$ cat src/design/sfla_pkg.sv
// ----------------------------------------------------------------------------
// Segment free list allocator package
// Shared sizes, codes and control bundles for the segment allocator.
// ----------------------------------------------------------------------------
package sfla_pkg;

  localparam int POOL_DEPTH = 64;
  localparam int IDX_W      = (POOL_DEPTH > 1) ? $clog2(POOL_DEPTH) : 1;
  localparam int LVL_W      = $clog2(POOL_DEPTH + 1);

  localparam int ACT_W  = 2;
  localparam int SEG_W  = 6;
  localparam int CNT_W  = 7;
  localparam int STAT_W = 2;

  localparam logic [CNT_W-1:0] POOL_SIZE_RST = CNT_W'(64);

  typedef enum logic [ACT_W-1:0] {
    ACT_ALLOC_ONE  = 2'd0,
    ACT_ALLOC_MANY = 2'd1,
    ACT_FREE       = 2'd2,
    ACT_RESET      = 2'd3
  } sfla_action_t;

  typedef enum logic [STAT_W-1:0] {
    ST_OK     = 2'd0,
    ST_SHORT  = 2'd1,
    ST_DOUBLE = 2'd2,
    ST_RANGE  = 2'd3
  } sfla_status_t;

  typedef enum logic [2:0] {
    S_IDLE,
    S_EVAL,
    S_SEND,
    S_PUSH,
    S_EMIT
  } sfla_state_t;

  typedef struct packed {
    logic [CNT_W-1:0] a;
    logic [CNT_W-1:0] b;
    logic             sub;
  } alu_req_t;

  typedef struct packed {
    logic [CNT_W-1:0] res;
    logic             borrow;
  } alu_rsp_t;

  typedef struct packed {
    logic             clear_all;
    logic             wr_en;
    logic [IDX_W-1:0] wr_addr;
    logic [SEG_W-1:0] wr_data;
    logic             rd_en;
    logic [IDX_W-1:0] rd_addr;
  } stack_ctrl_t;

  typedef struct packed {
    logic             clear_all;
    logic             set_en;
    logic             clr_en;
    logic [IDX_W-1:0] idx;
  } lent_ctrl_t;

endpackage

$ cat src/design/segment_free_list_allocator.sv
// ----------------------------------------------------------------------------
// Segment free list allocator
// LIFO buffer pool handing out segment indices, one result per cycle at most.
// ----------------------------------------------------------------------------
// Usage:
//   in_*  : one transaction per action (allocate one, allocate several, free,
//           reset pool). in_stall stays high while an action is in progress.
//   out_* : result transactions; a nonzero allocate several that succeeds
//           gives one per segment, out_last on the final; any other gives one.
//   cfg_* : pool_size write, always ready; it takes effect at the next reset
//           pool action. Write it only while the block is idle.
// Sequencing: S_EVAL checks each accepted action; results go out from
//   S_SEND (granted allocations) or S_EMIT; a free that succeeds first
//   pushes in S_PUSH. Allocate several delivers its count results back
//   to back while out_stall is low. A new input transaction is accepted
//   the cycle after the last result is loaded into the output register.
//   Unless out_stall holds the output, the sequencer steps one stack read
//   per cycle through the single registered read port of the free stack.
// Reset refills the stack with indices 0 to POOL_DEPTH-1 at once (no sweep)
// and clears all lent marks. While out_stall is high and a result is held,
// the output register holds it and the sequencer waits; no result is dropped.
// ----------------------------------------------------------------------------
module segment_free_list_allocator (
  input  logic                         clk,
  input  logic                         rst_n,
  input  logic                         in_valid,
  output logic                         in_stall,
  input  logic [sfla_pkg::ACT_W-1:0]   in_action,
  input  logic [sfla_pkg::CNT_W-1:0]   in_count,
  input  logic [sfla_pkg::SEG_W-1:0]   in_segment,
  output logic                         out_valid,
  input  logic                         out_stall,
  output logic [sfla_pkg::SEG_W-1:0]   out_segment_out,
  output logic                         out_segment_valid,
  output logic [sfla_pkg::STAT_W-1:0]  out_status,
  output logic                         out_last,
  output logic [sfla_pkg::CNT_W-1:0]   out_free_count,
  input  logic                         cfg_valid,
  output logic                         cfg_ready,
  input  logic [sfla_pkg::CNT_W-1:0]   cfg_pool_size
);
  import sfla_pkg::*;

  sfla_state_t      state_r, state_nxt;
  sfla_action_t     act_r;
  logic [CNT_W-1:0] cnt_r;
  logic [SEG_W-1:0] seg_r;
  logic [CNT_W-1:0] pool_size_r;
  logic [LVL_W-1:0] level_r, level_nxt;
  logic [LVL_W-1:0] active_r, active_nxt;
  logic [LVL_W-1:0] ptr_r, ptr_nxt;
  logic [LVL_W-1:0] end_r, end_nxt;
  sfla_status_t     status_r, status_nxt;

  logic             out_valid_r;
  logic [SEG_W-1:0] out_seg_r;
  logic             out_seg_valid_r;
  sfla_status_t     out_status_r;
  logic             out_last_r;
  logic [CNT_W-1:0] out_fc_r;

  alu_req_t    alu_req;
  alu_rsp_t    alu_rsp;
  stack_ctrl_t stack_c;
  lent_ctrl_t  lent_c;
  logic [SEG_W-1:0] stack_rd;
  logic        lent_bit;

  logic         in_accept;
  logic         out_free;
  logic         out_load;
  logic [SEG_W-1:0] ld_seg;
  logic         ld_seg_valid;
  sfla_status_t ld_status;
  logic         ld_last;
  logic         alloc_zero;
  logic         level_full;
  logic         free_ok;
  logic         is_last;
  logic [LVL_W-1:0] size_sat;

  sfla_alu u_alu (
    .req (alu_req),
    .rsp (alu_rsp)
  );

  sfla_stack u_stack (
    .clk     (clk),
    .rst_n   (rst_n),
    .ctrl    (stack_c),
    .rd_data (stack_rd)
  );

  sfla_lent_map u_lent (
    .clk    (clk),
    .rst_n  (rst_n),
    .ctrl   (lent_c),
    .rd_bit (lent_bit)
  );

  assign in_stall  = (state_r != S_IDLE);
  assign in_accept = in_valid && !in_stall;
  assign out_free  = !out_valid_r || !out_stall;
  assign cfg_ready = 1'b1;

  assign alloc_zero = (act_r == ACT_ALLOC_MANY) && (cnt_r == '0);
  assign level_full = (level_r >= LVL_W'(POOL_DEPTH));
  assign free_ok    = alu_rsp.borrow && lent_bit && !level_full;
  assign is_last    = (alu_rsp.res == CNT_W'(end_r));

  // Saturate the requested pool size into 1..POOL_DEPTH
  always_comb begin
    if (pool_size_r == '0) begin
      size_sat = LVL_W'(1);
    end else if (pool_size_r > CNT_W'(POOL_DEPTH)) begin
      size_sat = LVL_W'(POOL_DEPTH);
    end else begin
      size_sat = LVL_W'(pool_size_r);
    end
  end

  // Next state
  always_comb begin
    state_nxt = state_r;
    case (state_r)
      S_IDLE: begin
        if (in_accept) state_nxt = S_EVAL;
      end
      S_EVAL: begin
        case (act_r)
          ACT_ALLOC_ONE, ACT_ALLOC_MANY: begin
            state_nxt = (alu_rsp.borrow || alloc_zero) ? S_EMIT : S_SEND;
          end
          ACT_FREE: begin
            state_nxt = free_ok ? S_PUSH : S_EMIT;
          end
          default: state_nxt = S_EMIT;
        endcase
      end
      S_SEND: begin
        if (out_free && is_last) state_nxt = S_IDLE;
      end
      S_PUSH: state_nxt = S_EMIT;
      S_EMIT: begin
        if (out_free) state_nxt = S_IDLE;
      end
      default: state_nxt = S_IDLE;
    endcase
  end

  // Sequencer outputs
  always_comb begin
    alu_req      = '{a: CNT_W'(level_r), b: '0, sub: 1'b0};
    stack_c      = '0;
    lent_c       = '0;
    out_load     = 1'b0;
    ld_seg       = '0;
    ld_seg_valid = 1'b0;
    ld_status    = status_r;
    ld_last      = 1'b1;
    level_nxt    = level_r;
    active_nxt   = active_r;
    ptr_nxt      = ptr_r;
    end_nxt      = end_r;
    status_nxt   = status_r;
    case (state_r)
      S_EVAL: begin
        case (act_r)
          ACT_ALLOC_ONE, ACT_ALLOC_MANY: begin
            alu_req.sub = 1'b1;
            alu_req.b   = (act_r == ACT_ALLOC_ONE) ? CNT_W'(1) : cnt_r;
            if (alu_rsp.borrow) begin
              status_nxt = ST_SHORT;
            end else if (alloc_zero) begin
              status_nxt = ST_OK;
            end else begin
              // take the group now; results walk up from the deepest entry
              level_nxt       = LVL_W'(alu_rsp.res);
              ptr_nxt         = LVL_W'(alu_rsp.res);
              end_nxt         = level_r;
              stack_c.rd_en   = 1'b1;
              stack_c.rd_addr = IDX_W'(alu_rsp.res);
            end
          end
          ACT_FREE: begin
            alu_req.a  = CNT_W'(seg_r);
            alu_req.b  = CNT_W'(active_r);
            alu_req.sub = 1'b1;
            lent_c.idx = IDX_W'(seg_r);
            if (!alu_rsp.borrow) begin
              status_nxt = ST_RANGE;
            end else if (!lent_bit || level_full) begin
              status_nxt = ST_DOUBLE;
            end
          end
          default: begin
            active_nxt        = size_sat;
            level_nxt         = size_sat;
            stack_c.clear_all = 1'b1;
            lent_c.clear_all  = 1'b1;
            status_nxt        = ST_OK;
          end
        endcase
      end
      S_SEND: begin
        alu_req.a = CNT_W'(ptr_r);
        alu_req.b = CNT_W'(1);
        if (out_free) begin
          out_load      = 1'b1;
          ld_seg        = stack_rd;
          ld_seg_valid  = 1'b1;
          ld_status     = ST_OK;
          ld_last       = is_last;
          lent_c.set_en = 1'b1;
          lent_c.idx    = IDX_W'(stack_rd);
          if (!is_last) begin
            ptr_nxt         = LVL_W'(alu_rsp.res);
            stack_c.rd_en   = 1'b1;
            stack_c.rd_addr = IDX_W'(alu_rsp.res);
          end
        end
      end
      S_PUSH: begin
        alu_req.b       = CNT_W'(1);
        stack_c.wr_en   = 1'b1;
        stack_c.wr_addr = IDX_W'(level_r);
        stack_c.wr_data = seg_r;
        lent_c.clr_en   = 1'b1;
        lent_c.idx      = IDX_W'(seg_r);
        level_nxt       = LVL_W'(alu_rsp.res);
        status_nxt      = ST_OK;
      end
      S_EMIT: begin
        out_load = out_free;
      end
      default: begin
      end
    endcase
  end

  always_ff @(posedge clk) begin
    if (!rst_n) begin
      state_r     <= S_IDLE;
      pool_size_r <= POOL_SIZE_RST;
      level_r     <= LVL_W'(POOL_DEPTH);
      active_r    <= LVL_W'(POOL_DEPTH);
      out_valid_r <= 1'b0;
    end else begin
      state_r  <= state_nxt;
      level_r  <= level_nxt;
      active_r <= active_nxt;
      if (cfg_valid && cfg_ready) begin
        pool_size_r <= cfg_pool_size;
      end
      if (out_load) begin
        out_valid_r <= 1'b1;
      end else if (!out_stall) begin
        out_valid_r <= 1'b0;
      end
    end
  end

  // Payload registers
  always_ff @(posedge clk) begin
    if (in_accept) begin
      act_r <= sfla_action_t'(in_action);
      cnt_r <= in_count;
      seg_r <= in_segment;
    end
    ptr_r    <= ptr_nxt;
    end_r    <= end_nxt;
    status_r <= status_nxt;
    if (out_load) begin
      out_seg_r       <= ld_seg;
      out_seg_valid_r <= ld_seg_valid;
      out_status_r    <= ld_status;
      out_last_r      <= ld_last;
      out_fc_r        <= CNT_W'(level_r);
    end
  end

  assign out_valid         = out_valid_r;
  assign out_segment_out   = out_seg_r;
  assign out_segment_valid = out_seg_valid_r;
  assign out_status        = out_status_r;
  assign out_last          = out_last_r;
  assign out_free_count    = out_fc_r;

  a_level_le_active: assert property (@(posedge clk) disable iff (!rst_n)
    level_r <= active_r)
    else $error("free level exceeds active pool size");

  a_active_range: assert property (@(posedge clk) disable iff (!rst_n)
    (active_r != '0) && (active_r <= LVL_W'(POOL_DEPTH)))
    else $error("active pool size out of range");

  a_send_ptr: assert property (@(posedge clk) disable iff (!rst_n)
    (state_r == S_SEND) |-> (ptr_r < end_r))
    else $error("allocation pointer ran past the group end");

  a_push_room: assert property (@(posedge clk) disable iff (!rst_n)
    (state_r == S_PUSH) |-> !level_full)
    else $error("push into a full stack");

  a_eval_after_accept: assert property (@(posedge clk) disable iff (!rst_n)
    (state_r == S_EVAL) |-> $past(in_accept))
    else $error("evaluation without an input transaction");

endmodule

$ cat src/design/sfla_alu.sv
// ----------------------------------------------------------------------------
// Segment allocator shared adder
// One add or subtract with borrow, reused by the evaluate, send and push steps.
// ----------------------------------------------------------------------------
module sfla_alu (
  input  sfla_pkg::alu_req_t req,
  output sfla_pkg::alu_rsp_t rsp
);
  import sfla_pkg::*;

  logic [CNT_W:0] wide;

  always_comb begin
    if (req.sub) begin
      wide = {1'b0, req.a} - {1'b0, req.b};
    end else begin
      wide = {1'b0, req.a} + {1'b0, req.b};
    end
    rsp.res    = wide[CNT_W-1:0];
    rsp.borrow = req.sub & wide[CNT_W];
  end

endmodule

$ cat src/design/sfla_stack.sv
// ----------------------------------------------------------------------------
// Segment allocator free stack
// Single-port-write memory with registered read. An entry not written since
// the last refill reads as its own index.
// ----------------------------------------------------------------------------
module sfla_stack (
  input  logic                     clk,
  input  logic                     rst_n,
  input  sfla_pkg::stack_ctrl_t    ctrl,
  output logic [sfla_pkg::SEG_W-1:0] rd_data
);
  import sfla_pkg::*;

  logic [SEG_W-1:0]      mem [POOL_DEPTH];
  logic [POOL_DEPTH-1:0] mark_r;
  logic [SEG_W-1:0]      rd_data_r;
  logic                  rd_mark_r;
  logic [IDX_W-1:0]      rd_addr_r;

  always_ff @(posedge clk) begin
    if (ctrl.wr_en) begin
      mem[ctrl.wr_addr] <= ctrl.wr_data;
    end
  end

  always_ff @(posedge clk) begin
    if (ctrl.rd_en) begin
      rd_data_r <= mem[ctrl.rd_addr];
      rd_addr_r <= ctrl.rd_addr;
    end
  end

  always_ff @(posedge clk) begin
    if (!rst_n) begin
      mark_r    <= '0;
      rd_mark_r <= 1'b0;
    end else begin
      if (ctrl.clear_all) begin
        mark_r <= '0;
      end else if (ctrl.wr_en) begin
        mark_r[ctrl.wr_addr] <= 1'b1;
      end
      if (ctrl.rd_en) begin
        rd_mark_r <= mark_r[ctrl.rd_addr];
      end
    end
  end

  assign rd_data = rd_mark_r ? rd_data_r : SEG_W'(rd_addr_r);

endmodule

$ cat src/design/sfla_lent_map.sv
// ----------------------------------------------------------------------------
// Segment allocator lent map
// One flag per segment, set while the segment is handed out.
// ----------------------------------------------------------------------------
module sfla_lent_map (
  input  logic                 clk,
  input  logic                 rst_n,
  input  sfla_pkg::lent_ctrl_t ctrl,
  output logic                 rd_bit
);
  import sfla_pkg::*;

  logic [POOL_DEPTH-1:0] lent_r;

  always_ff @(posedge clk) begin
    if (!rst_n) begin
      lent_r <= '0;
    end else if (ctrl.clear_all) begin
      lent_r <= '0;
    end else if (ctrl.set_en) begin
      lent_r[ctrl.idx] <= 1'b1;
    end else if (ctrl.clr_en) begin
      lent_r[ctrl.idx] <= 1'b0;
    end
  end

  assign rd_bit = lent_r[ctrl.idx];

endmodule
$ cat config.mk
export PLATFORM = sky130hd
export DESIGN_NAME = segment_free_list_allocator
export DESIGN_NICKNAME = d
export VERILOG_FILES = /design/src/design/sfla_pkg.sv /design/src/design/segment_free_list_allocator.sv /design/src/design/sfla_alu.sv /design/src/design/sfla_stack.sv /design/src/design/sfla_lent_map.sv
export SDC_FILE = /design/constraint.sdc
export NUM_CORES = 1
export LEC_CHECK = 0
export BUFFER_PORTS_ARGS = -buffer_cell sky130_fd_sc_hd__buf_2
export CAP_MARGIN = 15
export CORE_ASPECT_RATIO = 0.75
export CORE_MARGIN = 2
export CORE_UTILIZATION = 65
export CTS_CLUSTER_DIAMETER = 80
export DETAILED_ROUTE_END_ITERATION = 7
export PLACE_DENSITY = 0.81
export SETUP_SLACK_MARGIN = 0.05
export SLEW_MARGIN = 20
export SYNTH_ARGS = -nofsm -noshare
export SYNTH_HDL_FRONTEND = slang
export SYNTH_SLANG_ARGS = --single-unit
export TNS_END_PERCENT = 1
$ cat constraint.sdc
create_clock -name clk -period 11.2 [get_ports clk]
set_input_delay 1.12 -clock clk [delete_from_list [all_inputs] [get_ports clk]]
set_output_delay 1.12 -clock clk [all_outputs]
set_load 0.02 [all_outputs]
==> impl_metrics.toml, run 1 <==
[yosys]
synth-edff-count = 444
ys.flop_type = "edfxtp_1"
yosysWarnings = 0
async_flop_share = 0
synth-seq-cells = 598
synth_area_sq_um = 25600
avgSynthCellArea_sq_um = 11.6
ys_seq_area_frac = 0.640
yosysUniqueCellTypes = 81
syn_nets = 2239
synthCells = 2203

[sta]
hold_viol = 0
hold_slack_ps = 472
tightest_slew_ps = 1150
relSlewSlack = 0.234
fin_ws_ps = 3190
min_period_ps = 8010
setup_viol = 0
post-route-period-util = 0.715
slew_violations = 0
fin_tns_setup_ps = 0
rsz0062_at_grt = "false"
fmaxAchievable_mhz = 125
finClkSkew_ps = 31.6

[route]
wl_met3_mm = 10.2
topRoutingLayerUsed = "met5"
drt-met1-wl_mm = 27.6
viasPerCell = 6.93
first_pass_iters = 6
drc = 0
met2RoutedLength_mm = 31.0
initialDrtViolationCount = 2821
vias = 18906
routedWlPerCell_um = 26.1
ant_nets = 0
totalWireLength_mm = 71.1

[clocking]
cts_sinks = 598
holdBufCountCts = 0
cts_max_level = 2
insertion_delay_ps = 610
ctsResizeCount = 0
path_clk_slew_ps = 70
cts_made_buffers = 54
cts_setup_buffers = 0
cts_buffer_depth = 3
root_buffer = "clkbuf_16"
cts_tree = "done"

[power_and_ir_drop]
p_leak_nw = 8.96
pwr_density_cell_nw_per_um2 = 268
ir_drop_mv = 0.247

[flow_run]
drv.max_cap_violation_count = 0

[worst_setup_path]
worstSetupPathType = "register to register"
cpPeakStageDelay_ps = 670
critPathCaptureType = "register"
cp.arrival_ps = 8340
worstPathRequired_ps = 11520
cp_slowest_cell = "o211ai_4"
crit_chain = "nor2b_1 > nand2_1 > nor2_1 > nor2_1 > a221o_1 > ha_1 > nor2b_1 > o2111ai_1 > a21oi_1 > o211ai_4 > inv_2 > nor2_4 > buf_4 > inv_2 > nand2_1 > inv_1 > o2111a_1 > a41oi_1 > o311ai_1"
critical_path.max_fanout = 56
critPathLaunchType = "register"

[floorplanning]
dieArea_sq_um = 41100
fp.dieH_um = 176
ios = 47
std_cell_rows = 62
die_x_um = 233
core_area_sq_um = 38600
initial_utilization = 0.665

[grt]
antenna_found_initial = 1
grt_pass1_wl_mm = 108
grt_pass1_vias = 18027
grt.overflow.total = 0
grt_max_degree = 92
grt_usage = 0.350

[finish]
final_cell_mix = "edfxtp_1, nor2_1, nand2_1"
utilization = 0.729
antennaDiodeCount = 0
drive_gt1_frac = 0.105
final_common_cell = "edfxtp_1"
area_growth_pct = 9.63
layout.nets = 2208

[hold_path]
hp-class = "register to register"

[outcome]
outcome = "finished, final reports clean"

[placed_design]
place_ws_ps = 3490
port_buffers = 45
dp.final_hpwl_mm = 44.3
gp_congestion = 1.01
-- synthesized netlist by cell type, types with 19 or more instances --
| cell type | instances | area, sq um |
|---|---|---|
| a211oi_1 | 25 | 188 |
| a21oi_1 | 131 | 656 |
| clkbuf_1 | 124 | 465 |
| dfxtp_1 | 154 | 3080 |
| edfxtp_1 | 444 | 13300 |
| inv_1 | 19 | 71.3 |
| mux2i_1 | 99 | 991 |
| nand2_1 | 178 | 668 |
| nand3_1 | 74 | 370 |
| nand4_1 | 24 | 150 |
| nor2_1 | 296 | 1110 |
| nor3_1 | 32 | 160 |
| o21ai_0 | 127 | 636 |
| or3_1 | 78 | 488 |
-- power by group --
group,internal (mW),switching (mW),total (mW)
clock,1.20,0.831,2.03
sequential,2.45,0.0633,2.52
combinational,0.881,2.11,2.99
total,4.53,3.00,7.54
-- critical path, delay by kind of cell (launching register included) --
| family | cells | cell delay, ps |
|---|---|---|
| fa+ha+maj | 1 | 310 |
| compound gates | 7 | 2410 |
| simple gates | 7 | 2540 |
| flops | 1 | 480 |
| buf+inv | 4 | 1900 |
-- final timing paths --
| check | from | to | slack [ps] | depth (start not counted) |
|---|---|---|---|---|
| max reg2reg | state_r[0] | u_stack.rd_data_r[2] | 3190 | 19 |
| min reg2reg | u_stack.mark_r[56] | u_stack.mark_r[56] | 470 | 2 |
| max | state_r[0] | u_stack.rd_data_r[2] | 3190 | 19 |
| min | u_stack.mark_r[56] | u_stack.mark_r[56] | 470 | 2 |
-- kinds of logic (layout without fill, tap and decap cells) --
kind of cell	count (synthesis)	count (layout)	synth area share
buf+inv	185	199	0.0292
simple gates	764	764	0.138
compound gates	513	513	0.132
xor+xnor	11	11	0.00376
flops	598	598	0.640
fa+ha+maj	9	9	0.00469
mux	122	122	0.0518
other cells	1	1	0.000146
-- through the flow --
step                      instance area [sq um]  power, mW  cells
final                                     28100       7.54   2729
after global routing                      28100       7.80   2729
after CTS                                 28100       7.44   2729
after detailed placement                  26100       5.43   2628
after global placement                    26100       5.37   2628
after floorplan                           25600       4.48   2203
-- layer usage --
| metal | global-route usage | vias to the layer above |
|---|---|---|
| met1 | 0.507 | 9127 |
| met3 | 0.104 | 210 |
| met5 | 0 | - |
| met4 | 0.113 | 2 |
| li1 | - | 8158 |
| met2 | 0.511 | 1409 |
-- area by class of cell --
cell class / instances / area [sq um]
Clock inverter: 33 / 509
Fill cell: 2520 / 10500
Clock buffer: 68 / 1450
Sequential cell: 598 / 16400
Multi-Input combinational cell: 1420 / 8550
Tap cell: 512 / 641
Inverter: 24 / 91.3
Timing Repair Buffer: 74 / 443
Power figures use the tool's default switching activity.
==> run 2, diff against run 1 <==
--- a/config.mk
+++ b/config.mk
@@ -9,10 +9,10 @@
 export CAP_MARGIN = 15
 export CORE_ASPECT_RATIO = 0.75
 export CORE_MARGIN = 2
-export CORE_UTILIZATION = 65
+export CORE_UTILIZATION = 63
 export CTS_CLUSTER_DIAMETER = 80
 export DETAILED_ROUTE_END_ITERATION = 7
-export PLACE_DENSITY = 0.81
+export PLACE_DENSITY = 0.79
 export SETUP_SLACK_MARGIN = 0.05
 export SLEW_MARGIN = 20
 export SYNTH_ARGS = -nofsm -noshare
==> constraint.sdc (replaced) <==
create_clock -name clk -period 7.6 [get_ports clk]
set_input_delay 0.76 -clock clk [delete_from_list [all_inputs] [get_ports clk]]
set_output_delay 0.76 -clock clk [all_outputs]
set_load 0.02 [all_outputs]
==> impl_metrics.toml, run 2 (synthesis results as in run 1) <==
[outcome]
outcome = "finished with violations"
violations = "design-rule violations"

[placed_design]
gp_congestion = 1.01
dp.final_hpwl_mm = 44.3
port_buffers = 45
placed_area_sq_um = 26200

[worst_setup_path]
cpPeakStageDelay_ps = 720
worst-r2r-cell-count = 21
crit_chain = "inv_1 > nor2_1 > a21oi_1 > ha_1 > nor2b_1 > a21o_1 > a221oi_1 > ha_1 > nor2b_1 > o22ai_1 > xor2_1 > buf_4 > mux2_2 > o31a_1 > nor2_4 > inv_2 > nand2_1 > inv_1 > o2111a_1 > a41oi_1 > o311ai_1"
r2r_end = "u_stack.rd_data_r[1]"
critPathLaunchType = "register"
cp-startpoint = "state_r[1]"
worstSetupPathType = "register to register"
worstPathRequired_ps = 7930
r2r_setup_slack_ps = 1110
cp.arrival_ps = 6820
critPathCaptureType = "register"
endpoint = "u_stack.rd_data_r[1]"
critical_path.max_fanout = 23
cp_slowest_cell = "dfxtp_1"
r2r-start = "state_r[1]"

[clocking]
insertion_delay_ps = 610
path_clk_slew_ps = 70
cts_made_buffers = 52
ctsResizeCount = 0
root_buffer = "clkbuf_16"
cts_buffer_depth = 3
cts_setup_buffers = 0
cts_tree = "done"
cts_max_level = 2
cts_sinks = 598
holdBufCountCts = 0

[floorplanning]
ios = 47
std_cell_rows = 63
core_area_sq_um = 39800
initial_utilization = 0.644
dieArea_sq_um = 42300
fp.dieH_um = 179
die_x_um = 237

[grt]
grt_pass1_wl_mm = 106
grt_pass1_vias = 17437
grt_max_degree = 77
antenna_found_initial = 1
grt.overflow.total = 0
grt_usage = 0.334

[sta]
fmaxAchievable_mhz = 154
relSlewSlack = 0.176
hold_viol = 0
finClkSkew_ps = 20.5
tightest_slew_ps = 1230
min_period_ps = 6490
post-route-period-util = 0.854
slew_violations = 0
setup_viol = 0
fin_tns_setup_ps = 0
rsz0062_at_grt = "false"

[route]
viasPerCell = 6.88
first_pass_iters = 8
initialDrtViolationCount = 2833
routedWlPerCell_um = 26.0
drc = 7
totalWireLength_mm = 71.3
ant_nets = 0
vias = 18861

[power_and_ir_drop]
p_leak_nw = 8.91
ir_drop_mv = 0.453
combPwrFrac = 0.409
p_sw_frac = 0.404
seqPwrFrac = 0.341
p_clk_frac = 0.250
p_total_mw = 10.9
p_sw_mw = 4.39
p_int_mw = 6.48
pwr_density_cell_nw_per_um2 = 389

[hold_path]
hp-class = "primary input to register"

[finish]
drive_gt1_frac = 0.105
finalInstanceArea_sq_um = 27900
final_common_cell = "edfxtp_1"
final_cell_mix = "edfxtp_1, nor2_1, nand2_1"
layout.nets = 2215
antennaDiodeCount = 0
area_growth_pct = 9.04
utilization = 0.702

[flow_run]
drv.max_cap_violation_count = 0
-- run 2: metal layers --
layer  GRT usage  wire length, um
met1       0.479            28600
met2       0.488            30400
met3      0.0981             9800
met4       0.121             2410
met5           0               27
-- run 2: power by group through the flow --
| stage | sequential (mW) | combinational (mW) | clock [mW] |
|---|---|---|---|
| global route | 3.71 | 4.70 | 2.83 |
| floorplan | 3.73 | 2.87 | 0 |
| global placement | 3.77 | 4.17 | 0 |
| CTS | 3.70 | 4.30 | 2.72 |
| finish | 3.70 | 4.45 | 2.71 |
| detailed placement | 3.77 | 4.25 | 0 |
-- run 2: how the worst min path moves through the flow --
stage / start / end / slack (ps) / cells past startpoint
after floorplan: level_r[0] / end_r[0] / 420 / 0
after global placement: u_stack.mark_r[20] / u_stack.mark_r[20] / 440 / 2
after detailed placement: u_stack.mark_r[12] / u_stack.mark_r[12] / 460 / 2
after CTS: in_segment[1] / seg_r[1] / 320 / 1
after global routing: in_count[4] / cnt_r[4] / 330 / 1
final: in_count[2] / cnt_r[2] / 340 / 1
-- run 2: worst max-delay path, delay by kind of cell, from the launching register on --
kind	cells	cell delay, ps
buf+inv	4	1150
xor+xnor	1	140
simple gates	5	1390
fa+ha+maj	2	720
flops	1	720
compound gates	8	1680
mux	1	410
-- run 2: final cells by class --
type,instances,area [sq um]
inverter,24,91.3
tap,520,651
clock buffer,76,1440
fill,2729,11900
multi-input combinational,1420,8560
sequential,598,16400
timing repair buffer,83,510
clock inverter,21,278
-- run 2: per-stage QoR --
step                      cells  worst slack (ps)  hold WS, ps
after global placement     2645              1480          443
after global routing       2742               851          326
after floorplan            2203              2720          424
after CTS                  2742              1360          319
final                      2742              1110          338
after detailed placement   2645              1400          460
